## src/plk_pkg.sv

```systemverilog
// Shared constants, codes and types of the parameter lock smoother.
// No dependencies.
package plk_pkg;

   localparam int NUM_PARAMS = 16;
   localparam int NUM_STEPS  = 16;

   localparam int VAL_W      = 16;
   localparam int SLOT_W     = 4;
   localparam int MODE_W     = 3;
   localparam int FACTOR_W   = 16;
   localparam int DEADBAND_W = 15;
   localparam int CSR_IDX_W  = 1;
   localparam int CSR_DATA_W = 16;

   localparam int CNT_W = (NUM_PARAMS > 1) ? $clog2(NUM_PARAMS) : 1;
   localparam int SP_W  = $clog2(NUM_STEPS);

   localparam logic [FACTOR_W-1:0]   FACTOR_RESET   = FACTOR_W'(32768);
   localparam logic [DEADBAND_W-1:0] DEADBAND_RESET = DEADBAND_W'(41);

   typedef enum logic [MODE_W-1:0] {
      MODE_TICK   = 3'd0,
      MODE_RECORD = 3'd1,
      MODE_START  = 3'd2,
      MODE_STOP   = 3'd3,
      MODE_CLEAR  = 3'd4
   } mode_type;

   typedef enum logic [CSR_IDX_W-1:0] {
      CSR_SMOOTH_FACTOR = 1'b0,
      CSR_DEADBAND      = 1'b1
   } csr_index_type;

   typedef enum logic {
      ST_IDLE,
      ST_RUN
   } ctl_state_type;

   // value pair a cell hands down the chain
   typedef struct packed {
      logic signed [VAL_W-1:0] cur;
      logic signed [VAL_W-1:0] prev;
   } link_type;

   // broadcast control to every cell
   typedef struct packed {
      logic            load;
      logic            shift;
      logic            copy;
      logic            clear;
      logic [SP_W-1:0] sp;
   } cell_ctrl_type;

   // smoothed value write-back
   typedef struct packed {
      logic                    we;
      logic [CNT_W-1:0]        slot;
      logic signed [VAL_W-1:0] value;
   } wb_type;

endpackage

```

## src/plk_cell.sv

```systemverilog
// One parameter cell: its row of step values, its smoothed value and a link stage.
// Depends on plk_pkg.
module plk_cell import plk_pkg::*; (
   input  logic                    clock,
   input  logic                    reset,
   input  cell_ctrl_type           ctrl,
   input  logic                    rec_we,
   input  logic signed [VAL_W-1:0] rec_value,
   input  logic                    wb_we,
   input  logic signed [VAL_W-1:0] wb_value,
   input  link_type                link_in,
   output link_type                link_out
);

   logic signed [VAL_W-1:0] steps_ff [NUM_STEPS];
   logic signed [VAL_W-1:0] steps_in [NUM_STEPS];
   logic signed [VAL_W-1:0] sm_ff, sm_in;
   link_type                link_ff, link_in_nxt;

   always_comb begin
      for (int s = 0; s < NUM_STEPS; s++) begin
         steps_in[s] = steps_ff[s];
      end
      sm_in = sm_ff;
      if (ctrl.clear) begin
         for (int s = 0; s < NUM_STEPS; s++) begin
            steps_in[s] = '0;
         end
         sm_in = '0;
      end else begin
         if (ctrl.copy) begin
            for (int s = 0; s < NUM_STEPS; s++) begin
               steps_in[s] = steps_ff[ctrl.sp];
            end
         end
         if (rec_we) begin
            steps_in[ctrl.sp] = rec_value;
         end
         if (wb_we) begin
            sm_in = wb_value;
         end
      end
   end

   always_comb begin
      link_in_nxt = link_ff;
      if (ctrl.load) begin
         link_in_nxt.cur  = steps_ff[ctrl.sp];
         link_in_nxt.prev = sm_ff;
      end else if (ctrl.shift) begin
         link_in_nxt = link_in;
      end
   end

   always_ff @(posedge clock) begin
      if (reset) begin
         for (int s = 0; s < NUM_STEPS; s++) begin
            steps_ff[s] <= '0;
         end
         sm_ff <= '0;
      end else begin
         for (int s = 0; s < NUM_STEPS; s++) begin
            steps_ff[s] <= steps_in[s];
         end
         sm_ff <= sm_in;
      end
   end

   always_ff @(posedge clock) begin
      link_ff <= link_in_nxt;
   end

   assign link_out = link_ff;

endmodule

```

## config.mk

```make
export PLATFORM = sky130hd
export DESIGN_NAME = plk_cell
export DESIGN_NICKNAME = d
export VERILOG_FILES = /design/src/plk_pkg.sv /design/src/plk_cell.sv
export SDC_FILE = /design/constraint.sdc
export NUM_CORES = 1
export LEC_CHECK = 0
export ABC_AREA = 1
export BUFFER_PORTS_ARGS = -buffer_cell sky130_fd_sc_hd__clkbuf_2
export CORE_MARGIN = 4
export CORE_UTILIZATION = 49
export DETAILED_ROUTE_END_ITERATION = 8
export PLACE_DENSITY = 0.67
export SLEW_MARGIN = 0
export SYNTH_ARGS = -nofsm -noshare
export SYNTH_HDL_FRONTEND = slang
export SYNTH_SLANG_ARGS = --single-unit
```

## constraint.sdc

```tcl
create_clock -name clock -period 2.2 [get_ports clock]
set_input_delay 0.33 -clock clock [delete_from_list [all_inputs] [get_ports clock]]
set_output_delay 0.33 -clock clock [all_outputs]
set_load 0.03 [all_outputs]
```

Word-level counts from Yosys, hierarchy flattened
Memory sizes are Yosys's and may differ from the RTL's. Cells that the tools add are included. Widths: inputs -> output; s select.

Register bits: 48. Memory bits (writable): 256. Bits of input ports: 76. Output and inout port bits: 32. Word-level logic and storage cells: 54. Memories kept: 1.

Memory list: steps_ff (words 16, width 16, read ports 17, clocked after memory_dff 0, wr ports 16, line plk_cell.sv:15) `logic signed [VAL_W-1:0] steps_ff [NUM_STEPS];`.

$lt $le $gt $ge: 2. Muxes and demuxes: 28. Bitwise gates (word level): 17. Reduce and logical (&&, ||, !) cells: 3.

Operators by type and width (number): $mux 256 (4); $mux 16 (17); $bwmux 256 (1); $demux 16 s4 (1); $mux 32 (2); $or 1x1->1 (16); $ge 5x5->1 const B (1); $lt 5x1->1 const B (1); $not 4->5 (1); $mux 1 (3); $reduce_bool 2->1 (1); $reduce_or 2->1 (1); $logic_and 1x1->1 (1).

Logic depth before layout (Yosys ltp)
Depth after elaboration: 9. Depth in mapped cells: 12. Depth with buffers taken out: 9.

Least setup slack after synthesis
Ideal clock, no wire load.

Kind: input-to-reg. Start point: input port ctrl[1] (netlist bit). End point: memory steps_ff[0][13]. Setup time: 0.119 ns. Arrival time: 1.510 ns. Slack: 0.570 ns. Cell stages on the path: 11. Cells stage by stage: clkbuf_2 inv_1 buf_2 buf_2 nand2_1 nand2_1 nand2_1 nand2_1 o21ai_2 buf_4 a21oi_1.

RTL lines: start, declared (line plk_cell.sv:6) `input cell_ctrl_type ctrl,`; end, declared (line plk_cell.sv:15).

==> out/results.ini <==
[yosys]
synth_top_family_by_area=compound AO/OA/AOI/OAI gates
ys_warn_count=0
synth_fp_nets=2261
synth_top_area_share_pct=36.6
ys_async_sr_fraction_pct=0
ys_ff_latch=304
synth_xor_area_share_pct=0
synth-compound-area-share_pct=27.8
synth_area_leaders=dfxtp_1 37%, nand2_1 20%, a21oi_1 17%
synthFlopType=dfxtp_1
synth.distinct_cells=23
muxShareOfSynthArea_pct=0
synth_edf_count=32
synth_simple_gate_area_share_pct=21.6
synth_cells=2185
yosysTopAreaCell=dfxtp_1
synth_fa_ha_area_share_pct=0
syn_area_per_cell_um2=6.82
yosysSeqAreaShare_pct=43.0
yosys.cell_count.top_type=nand2_1
ys_top_cells_by_count=786 x nand2_1, 496 x a21oi_1, 276 x o21ai_0
syn_area_um2=14900

[setup_path]
critPathKind=input pin to flop
cp_top_family=buffers and inverters
required_ns=2.54
regToRegEndpoint=link_out[31]$_DFFE_PP_
cp_data_arrival_time_ns=2.12
reg2reg_depth=8
start_kind=input pin
cp_num_buf_inv=4
cp-end-kind=flop
r2r_start=steps_ff[3][15]$_SDFF_PP0_
cpMaxStageDelayCell=nor2_4
critPathMaxStageDelay_ns=0.35
crit_fanout=34
path_cells=buf_4 -> buf_12 -> buf_12 -> nor2_1 -> nand2_2 -> nor2_4 -> inv_2 -> o21ai_0 -> a21oi_1
cpMostUsedCell=buf_12
rrSetupSlack_ns=0.49

[sta]
finalSetupTns_ns=0
fin_crit_sh_pct=80.6
rsz0062_at_grt=false
relSlewSlack_pct=43.9
skew_ns=0.0138
drv_slew=0
fmax_ghz=0.564
tightest_slew_ns=0.833
fin_crit_ns=1.77
hold_viol_final=0
setup_viol=0

[run_status]
status=completed

[floorplan]
core_area_um2=29800
fp.dieArea_um2=33200
die_h_um=182
io_pins=108
rows=63
dieWidth_um=182
start_util_pct=50.0

[drt]
drtPass1Iterations=5
wl_um=52100
ant_nets=0
drtIter0Drc=1916
avgViaCountPerCell=5.77
num_vias=15200
drc=0
post_drt_wl_per_cell_um=19.7

[placed_design]
dpl.hpwl_um=30600
portBuffers=107
place_congestion=0.852
dpl.cell_count=2574

[job]
cap_violations=0

[clocking]
postCtsSetupBuffers=0
insertion_delay_ns=0.51
cts_max_path_buffers=3
cts_resized=0
cts_tree=yes
cts_buffers=35
cts_sinks=304
clock-root-buffer=clkbuf_16
holdBufCountCts=0
clk_pin_slew_ns=0.06
htree_levels=2

[pwr]
ir_drop_uv=414
leakage_nw=6.90
powerDensity_nw_per_um2=732

[grt]
grt_max_degree=112
grt_util_all_layers_pct=30.3
grt_pass1_wl_um=80600
globalRoute.totalOverflow=0
grt_pass1_vias=14300
antenna_found_initial=4

[min_path]
hold_depth=3
holdPathEnd=sm_ff[7]$_SDFFE_PP0P_
min_path_type=input pin to flop
min_from=wb_value[7]

[cells_and_area]
final_cells=2638
areaGrowthSynthToFinish_pct=13.6
nets=2297
final_util_pct=56.8
drive_above_1_share_pct=12.7

sequential cells by signal, indices dropped and copies added, names as in the netlist:
name / flops
steps_ff: 256
link_out: 32
sm_ff: 16
final cells by class:
class | count | area, µm²
Sequential cell | 304 | 6410
Multi-Input combinational cell | 1627 | 7360
Tap cell | 390 | 488
Timing Repair Buffer | 179 | 1320
Clock buffer | 55 | 1030
Inverter | 74 | 284
Fill cell | 2924 | 12900
Antenna cell | 3 | 7.51
Clock inverter | 6 | 26.3
logic make-up (layout without fill, tap and decap cells):
logic type | Yosys count | in the layout
AOI/OAI and AO/OA | 816 | 816
and+or+nand+nor | 811 | 811
DFF | 304 | 304
buffers and inverters | 254 | 314
other | 0 | 3
report_power, final:
part	switching (mW)	leakage [nW]	internal (mW)	total, mW
Sequential	0.0390	2.54	5.71	5.75
Combinational	0.866	3.84	0.320	1.19
Clock	2.24	0.518	3.21	5.45
worst min-delay path, delay by kind of cell:
kind / cells / cell delay [ns]
buf+inv: 1 / 0.08
simple gates: 1 / 0.05
compound gates: 1 / 0.06
worst max path at each step:
stage / start / end / slack [ns] / cells after the start
6_report: ctrl[0] / steps_ff[8][15]$_SDFF_PP0_ / 0.43 / 9
5_1_grt: ctrl[0] / steps_ff[0][1]$_SDFF_PP0_ / 0.34 / 11
4_1_cts: ctrl[0] / link_out[31]$_DFFE_PP_ / 0.53 / 11
3_5_place_dp: ctrl[0] / link_out[31]$_DFFE_PP_ / -0.007 / 11
3_3_place_gp: ctrl[0] / link_out[31]$_DFFE_PP_ / -0.04 / 11
2_1_floorplan: ctrl[1] / steps_ff[0][13]$_SDFF_PP0_ / 0.57 / 11
cell usage in the layout, fill, tap and decap left out, types with 3 or more instances in the layout:
cell / instances
clkbuf_2: 106
nand3_4: 3
buf_12: 19
clkinv_2: 4
clkinv_1: 3
nand2_1: 786
diode_2: 3
clkbuf_16: 37
inv_2: 21
o21ai_2: 16
dfxtp_1: 272
buf_4: 54
nor2_4: 15
inv_1: 51
edfxtp_1: 32
o21ai_0: 276
clkbuf_8: 4
clkbuf_1: 14
o21ai_1: 28
a21oi_1: 496
stage by stage:
step / worst slack [ns] / hold WS (ns) / area (µm²) / power, mW
2_1_floorplan: 0.570 / 0.441 / 14900 / 6.58
3_3_place_gp: -0.0403 / 0.450 / 15900 / 7.02
3_5_place_dp: -0.00674 / 0.455 / 15900 / 7.03
4_1_cts: 0.529 / 0.0413 / 16900 / 12.4
5_1_grt: 0.339 / 0.0612 / 16900 / 12.8
6_report: 0.427 / 0.0509 / 16900 / 12.4
metal layers:
| layer | vias up | wire (µm) | GRT usage (%) |
|---|---|---|---|
| met3 | 145 | 6000 | 7.02 |
| met5 | - | 13 | 0 |
| met4 | 2 | 2140 | 12.8 |
| met2 | 803 | 23000 | 47.3 |
| li1 | 7321 | - | - |
| met1 | 6939 | 20900 | 40.5 |
Note: power is estimated with default switching activity, not from simulation.
