### config.mk
export PLATFORM = sky130hd
export DESIGN_NAME = plk_smooth
export DESIGN_NICKNAME = d
export VERILOG_FILES = /design/src/plk_pkg.sv /design/src/plk_smooth.sv
export SDC_FILE = /design/constraint.sdc
export NUM_CORES = 2
export LEC_CHECK = 0
export BUFFER_PORTS_ARGS = -buffer_cell sky130_fd_sc_hd__buf_2
export CELL_PAD_IN_SITES_DETAIL_PLACEMENT = 1
export CELL_PAD_IN_SITES_GLOBAL_PLACEMENT = 1
export CORE_ASPECT_RATIO = 0.6
export CORE_MARGIN = 2
export CORE_UTILIZATION = 25
export CTS_CLUSTER_SIZE = 24
export DETAILED_ROUTE_END_ITERATION = 12
export MAX_ROUTING_LAYER = met4
export PLACE_DENSITY = 0.46
export SLEW_MARGIN = 20
export SYNTH_ARGS = -nofsm -noshare
export SYNTH_HDL_FRONTEND = slang
export SYNTH_SLANG_ARGS = --single-unit
### constraint.sdc
create_clock -name clock -period 15.4 [get_ports clock]
set_clock_uncertainty 0.2 [all_clocks]
set_input_delay 1.54 -clock clock [delete_from_list [all_inputs] [get_ports clock]]
set_output_delay 1.54 -clock clock [all_outputs]
set_load 0.01 [all_outputs]
### src/plk_pkg.sv
// Shared constants, codes and types of the parameter lock smoother.
// No dependencies.
package plk_pkg;

   localparam int NUM_PARAMS = 16;
   localparam int NUM_STEPS  = 16;

   localparam int VAL_W      = 16;
   localparam int SLOT_W     = 4;
   localparam int MODE_W     = 3;
   localparam int FACTOR_W   = 16;
   localparam int DEADBAND_W = 15;
   localparam int CSR_IDX_W  = 1;
   localparam int CSR_DATA_W = 16;

   localparam int CNT_W = (NUM_PARAMS > 1) ? $clog2(NUM_PARAMS) : 1;
   localparam int SP_W  = $clog2(NUM_STEPS);

   localparam logic [FACTOR_W-1:0]   FACTOR_RESET   = FACTOR_W'(32768);
   localparam logic [DEADBAND_W-1:0] DEADBAND_RESET = DEADBAND_W'(41);

   typedef enum logic [MODE_W-1:0] {
      MODE_TICK   = 3'd0,
      MODE_RECORD = 3'd1,
      MODE_START  = 3'd2,
      MODE_STOP   = 3'd3,
      MODE_CLEAR  = 3'd4
   } mode_type;

   typedef enum logic [CSR_IDX_W-1:0] {
      CSR_SMOOTH_FACTOR = 1'b0,
      CSR_DEADBAND      = 1'b1
   } csr_index_type;

   typedef enum logic {
      ST_IDLE,
      ST_RUN
   } ctl_state_type;

   // value pair a cell hands down the chain
   typedef struct packed {
      logic signed [VAL_W-1:0] cur;
      logic signed [VAL_W-1:0] prev;
   } link_type;

   // broadcast control to every cell
   typedef struct packed {
      logic            load;
      logic            shift;
      logic            copy;
      logic            clear;
      logic [SP_W-1:0] sp;
   } cell_ctrl_type;

   // smoothed value write-back
   typedef struct packed {
      logic                    we;
      logic [CNT_W-1:0]        slot;
      logic signed [VAL_W-1:0] value;
   } wb_type;

endpackage

### src/plk_smooth.sv
// Shared one-pole smoother: multiply pair, then round, saturate, deadband
// into the result register. Depends on plk_pkg.
module plk_smooth import plk_pkg::*; (
   input  logic                    clock,
   input  logic                    reset,
   input  logic [FACTOR_W-1:0]     factor,
   input  logic [DEADBAND_W-1:0]   deadband,
   input  logic                    issue,
   input  link_type                in_pair,
   input  logic [CNT_W-1:0]        in_slot,
   input  logic                    in_last,
   input  logic                    out_ready,
   output logic                    adv,
   output logic                    busy,
   output wb_type                  wb,
   output logic                    out_valid,
   output logic [CNT_W-1:0]        out_slot,
   output logic signed [VAL_W-1:0] out_value,
   output logic                    out_last
);

   localparam int PROD_W  = VAL_W + FACTOR_W + 2;
   localparam int ACC_W   = PROD_W + 1;
   localparam int Q_W     = ACC_W - FACTOR_W;
   localparam int MAG_W   = VAL_W + 1;
   localparam logic signed [Q_W-1:0] VMAX = Q_W'((1 <<< (VAL_W - 1)) - 1);
   localparam logic signed [Q_W-1:0] VMIN = -Q_W'(1 <<< (VAL_W - 1));

   logic                       a_valid_ff, a_valid_in;
   logic signed [PROD_W-1:0]   a_cur_ff, a_cur_in;
   logic signed [PROD_W-1:0]   a_prev_ff, a_prev_in;
   logic [CNT_W-1:0]           a_slot_ff, a_slot_in;
   logic                       a_last_ff, a_last_in;
   logic                       out_valid_ff, out_valid_in;
   logic [CNT_W-1:0]           out_slot_ff, out_slot_in;
   logic signed [VAL_W-1:0]    out_value_ff, out_value_in;
   logic                       out_last_ff, out_last_in;

   logic [FACTOR_W:0]          wgt;
   logic signed [FACTOR_W+1:0] wgt_s;
   logic signed [FACTOR_W+1:0] fac_s;
   logic signed [ACC_W-1:0]    acc;
   logic signed [ACC_W-1:0]    rnd;
   logic signed [Q_W-1:0]      q;
   logic signed [VAL_W-1:0]    sat;
   logic signed [MAG_W-1:0]    ext;
   logic [MAG_W-1:0]           mag;
   logic signed [VAL_W-1:0]    res;

   assign adv  = !out_valid_ff || out_ready;
   assign busy = a_valid_ff;

   // weights: cur * (1 - f), prev * f
   always_comb begin
      wgt   = (FACTOR_W+1)'(1 <<< FACTOR_W) - {1'b0, factor};
      wgt_s = {1'b0, wgt};
      fac_s = {2'b00, factor};
   end

   always_comb begin
      a_valid_in = a_valid_ff;
      a_cur_in   = a_cur_ff;
      a_prev_in  = a_prev_ff;
      a_slot_in  = a_slot_ff;
      a_last_in  = a_last_ff;
      if (adv) begin
         a_valid_in = issue;
         if (issue) begin
            a_cur_in  = in_pair.cur * wgt_s;
            a_prev_in = in_pair.prev * fac_s;
            a_slot_in = in_slot;
            a_last_in = in_last;
         end
      end
   end

   // round half up, saturate, deadband
   always_comb begin
      acc = ACC_W'(a_cur_ff) + ACC_W'(a_prev_ff);
      rnd = acc + ACC_W'(1 <<< (FACTOR_W - 1));
      q   = rnd[ACC_W-1:FACTOR_W];
      if (q > VMAX) begin
         sat = VAL_W'(VMAX);
      end else if (q < VMIN) begin
         sat = VAL_W'(VMIN);
      end else begin
         sat = q[VAL_W-1:0];
      end
      ext = {sat[VAL_W-1], sat};
      mag = ext[MAG_W-1] ? MAG_W'(-ext) : MAG_W'(ext);
      res = (mag < {2'b00, deadband}) ? '0 : sat;
   end

   always_comb begin
      out_valid_in = out_valid_ff;
      out_slot_in  = out_slot_ff;
      out_value_in = out_value_ff;
      out_last_in  = out_last_ff;
      if (adv) begin
         out_valid_in = a_valid_ff;
         if (a_valid_ff) begin
            out_slot_in  = a_slot_ff;
            out_value_in = res;
            out_last_in  = a_last_ff;
         end
      end
   end

   assign wb.we    = adv && a_valid_ff;
   assign wb.slot  = a_slot_ff;
   assign wb.value = res;

   always_ff @(posedge clock) begin
      if (reset) begin
         a_valid_ff   <= 1'b0;
         out_valid_ff <= 1'b0;
      end else begin
         a_valid_ff   <= a_valid_in;
         out_valid_ff <= out_valid_in;
      end
   end

   always_ff @(posedge clock) begin
      a_cur_ff     <= a_cur_in;
      a_prev_ff    <= a_prev_in;
      a_slot_ff    <= a_slot_in;
      a_last_ff    <= a_last_in;
      out_slot_ff  <= out_slot_in;
      out_value_ff <= out_value_in;
      out_last_ff  <= out_last_in;
   end

   assign out_valid = out_valid_ff;
   assign out_slot  = out_slot_ff;
   assign out_value = out_value_ff;
   assign out_last  = out_last_ff;

endmodule

==> Word-level counts from Yosys, hierarchy flattened <==
Cells that the tools add are included.
{ "word_totals": {"register_bits": 95, "inputBits": 72, "out_inout_bits": 45} }
{ "op_classes": {"addsub": 4, "multipliers": 2, "n_lt_le_gt_ge": 3, "n_mux": 4, "n_reduce_logical": 5} }
{ "op_table": {"columns": ["cell", "n"], "rows": [
  ["$mux W16", 3],
  ["$add A34 B33 Y35", 1],
  ["$add A35 B17 Y35 const B", 1],
  ["$mul A16 B18 Y34", 1],
  ["$mul A16 B17 Y33", 1],
  ["$gt A19 B16 Y1 const B", 1],
  ["$lt A19 B16 Y1 const B", 1],
  ["$lt A17 B15 Y1", 1],
  ["$mux W17", 1],
  ["$neg A16 Y17", 1],
  ["$sub A17 B16 Y17 const A", 1],
  ["$reduce_and A2 Y1", 2],
  ["$logic_and A1 B1 Y1", 1],
  ["$logic_not A1 Y1", 1],
  ["$logic_or A1 B1 Y1", 1]
]} }

==> Longest topological paths before layout <==
{ "depth": {"ltp_word": 9, "ltp_mapped": 34, "mapped_depth_nobuf": 32} }

==> Worst setup path after synthesis <==
OpenSTA, ideal clock, no wires.
{ "synth_path": {"kind": "in2reg", "start": "input factor[2]", "end": "register a_cur_ff[32], data pin", "arrival_ps": 8791, "slack_ps": 6152, "path_stages": 32, "path_buffers": 2, "cell_sequence": "clkbuf_1 nor2_1 nand2_1 nor4_1 nand3b_1 nor3_1 xnor2_1 clkbuf_1 nand2_1 fa_1 inv_1 fa_1 inv_1 fa_1 inv_1 fa_1 inv_1 fa_1 inv_1 fa_1 ha_1 or3_1 or3_1 nand2b_1 o311ai_1 nor3_1 o21a_1 o311ai_1 a21oi_1 o21a_1 nor2_1 xnor2_1"} }
{ "synth_between": {"elab_chain_cells": 2} }
{ "synth_lines": {"columns": ["element", "line_no", "source"], "rows": [
  ["start: declaration", "plk_smooth.sv:6", "input logic [FACTOR_W-1:0] factor,"],
  ["$sub A17 B16 Y17", "plk_smooth.sv:55", "wgt = (FACTOR_W+1)'(1 <<< FACTOR_W) - {1'b0, factor};"],
  ["$mul A16 B18 Y34", "plk_smooth.sv:69", "a_cur_in = in_pair.cur * wgt_s;"],
  ["end signal: assignment", "plk_smooth.sv:124", "a_cur_ff <= a_cur_in;"],
  ["end: declaration", "plk_smooth.sv:30", "logic signed [PROD_W-1:0] a_cur_ff, a_cur_in;"]
]} }
Every way passes these cells.
A chain may end at the register's enable or synchronous reset.

==> impl_results.md <==
- Max Clock Freq: 101 MHz
- Yosys cell types: 68
- Syn Area/Cell: 9.12 µm²
- Worst rel slew slack: 29.3%
- Io pins: 117
- # Max-Cap Violations: 0
- CTS H-Tree Depth: 3
- Number of synthesized flops with an enable pin: 93
- Gr usage total: 17.0%
- Post-cts hold buffer count: 0
- Final Hold Fails: 0
- Vias: 17700
- Syn nets: 3413
- Placed insts: 3901
- Sequential-to-total area share from yosys stat: 11.9%
- IO buf count: 116
- Initial Utilization: 25.3%
- DR DRC count: 0
- Status: completed
- Rows: 87
- Yosys warning count: 0
- Die width: 402 µm
- Clock sinks: 95
- Initial antenna violation count: 2
- Crit share post-route: 64.6%
- Critical Path RT: 13.66 ns
- CTS buffer count: 9
- Count of final setup violators: 0
- Commonest non-fill, non-tap cell in the layout: inv_1
- Largest net degree at the start of global routing: 67
- Critical path capture point type: output pin
- Per-cell routed wire length: 20.1 µm
- Least-Margin Pin Slew: 1.06 ns
- Clk Latency, worst-skew pair: 0.37 ns
- Final HPWL DP: 66.4 mm
- Nets: 3468
- Synth Instances: 2612
- Crit path DAT: 8.21 ns
- Layout area overhead: 9.65%
- CTS resizes: 0
- Setup TNS: 0 ns
- Most frequent cells in the layout: inv_1 (523), fa_1 (402), nand2_1 (361)
- Buffer count from post-CTS setup fixing: 0
- FFs w/ async S/R, synth: 0%
- Unrepaired setup endpoints after global routing: false
- DR iter-0 viols: 877
- Crit-path max cell delay: 0.45 ns
- Gpl congestion: 0.809
- Worst hold path type: reg2reg
- Via density: 4.51
- Die Footprint: 97800 µm²
- Synth Cell Area: 23800 µm²
- Share of layout cells above drive strength 1: 6.77%
- Total congestion overflow: 0
- Minimum period implied by the final worst setup slack: 9.95 ns
- Slowest CP cell: or3_1
- Final Non-Filler Cells: 3922
- Post-DRT Antenna Nets: 0
- Yosys reg bits: 95
- DRT Pass-1 Iters: 5
- First-pass GRT wire length: 124 mm
- Clock Tree Buf Depth: 2
- Worst R2R Setup Slack: 7.26 ns
- Final Util: 27.7%
- Setup CP Type: reg2out
- Root Buffer: clkbuf_16
- Die height: 243 µm
- Clock slew at reported path FFs: 0.08 ns
- Post-Route WL: 79.0 mm
- CTS tree: yes
- Final Slew Violations: 0
- Vias in the first global route: 19300
- CP Launch Type: register
- Max FO, Critical Path: 17
- Synth Flop Type: edfxtp_1
- Core area: 94200 µm²
-- cells by family (layout without fill, tap and decap cells) --
kind of cell | after synthesis | after routing | share of synthesized area [%]
AO/OA/AOI/OAI | 289 | 289 | 7.87
XOR/XNOR | 93 | 93 | 3.53
adder cells (fa/ha/maj) | 729 | 729 | 51.0
buffers and inverters | 620 | 680 | 9.79
flip-flops | 95 | 95 | 11.9
multiplexers | 1 | 1 | 0.0420
other | 0 | 4 | 0
AND/OR/NAND/NOR | 785 | 785 | 15.9
-- synth_stat cells (all sizes together), types with 13 or more instances --
library cell | number | share of area, %
fa | 402 | 34
edfxtp | 93 | 12
nand2b | 38 | 1.0
a21oi | 103 | 2.2
xor2 | 25 | 1.0
nand3 | 20 | 0.44
nand2 | 361 | 5.7
ha | 327 | 17
o21bai | 16 | 0.50
nor3 | 26 | 0.57
and2 | 199 | 5.2
o21ai | 58 | 1.3
o21a | 13 | 0.41
clkbuf | 87 | 1.4
xnor2 | 68 | 2.5
nor2 | 79 | 1.2
nand4 | 13 | 0.34
a21o | 34 | 1.1
inv | 523 | 8.2
nor2b | 13 | 0.34
-- sequential cells by signal, indices dropped and copies added (netlist names) --
signal     cells
a_slot_ff      4
out_value     16
out_slot       4
out_last       1
busy           1
a_last_ff      1
a_cur_ff      34
out_valid      1
a_prev_ff     33
-- per-layer routing --
metal  vias up  GRT usage (%)  wire length, µm
met5         -              -                0
met4         0           1.13              252
met3        22           1.33             2300
met2       269           21.7            28700
met1      9131           29.0            47800
li1       8274              -                -
-- critical path, delay by kind of cell, from the launching register on --
family          cells  cell delay [ns]
buf+inv             5             1.01
compound gates     15             3.90
flops               1             0.41
xor+xnor            1             0.17
simple gates        6             1.12
fa+ha+maj           4             1.19
-- layout make-up --
cell class | count | area (µm²)
Fill cell | 10900 | 68000
Inverter | 523 | 1960
Antenna cell | 4 | 10.0
Clock inverter | 7 | 96.3
Multi-Input combinational cell | 1897 | 18700
Timing Repair Buffer | 141 | 768
Tap cell | 1246 | 1560
Sequential cell | 95 | 2830
Clock buffer | 9 | 225
-- stage by stage --
stage	setup slack, ns	area (µm²)	hold slack [ns]
after detailed placement	5.13	25800	0.220
final	5.45	26100	0.226
after global placement	5.23	25800	0.208
after CTS	5.07	26100	0.228
after floorplan	6.15	23800	0.200
after global routing	4.70	26100	0.230
-- worst paths after layout --
| kind | start | to | cells past startpoint |
|---|---|---|---|
| worst max-delay path | a_prev_ff[3] | wb[1] | 31 |
| worst min-delay path | a_last_ff | out_last | 0 |
| worst max register to register | a_prev_ff[3] | out_value[1] | 30 |
| worst min register to register | a_last_ff | out_last | 0 |
Power is left out: the tool's default activity adds up to more than one toggle a clock period on the data nets, which glitch-free logic cannot reach.
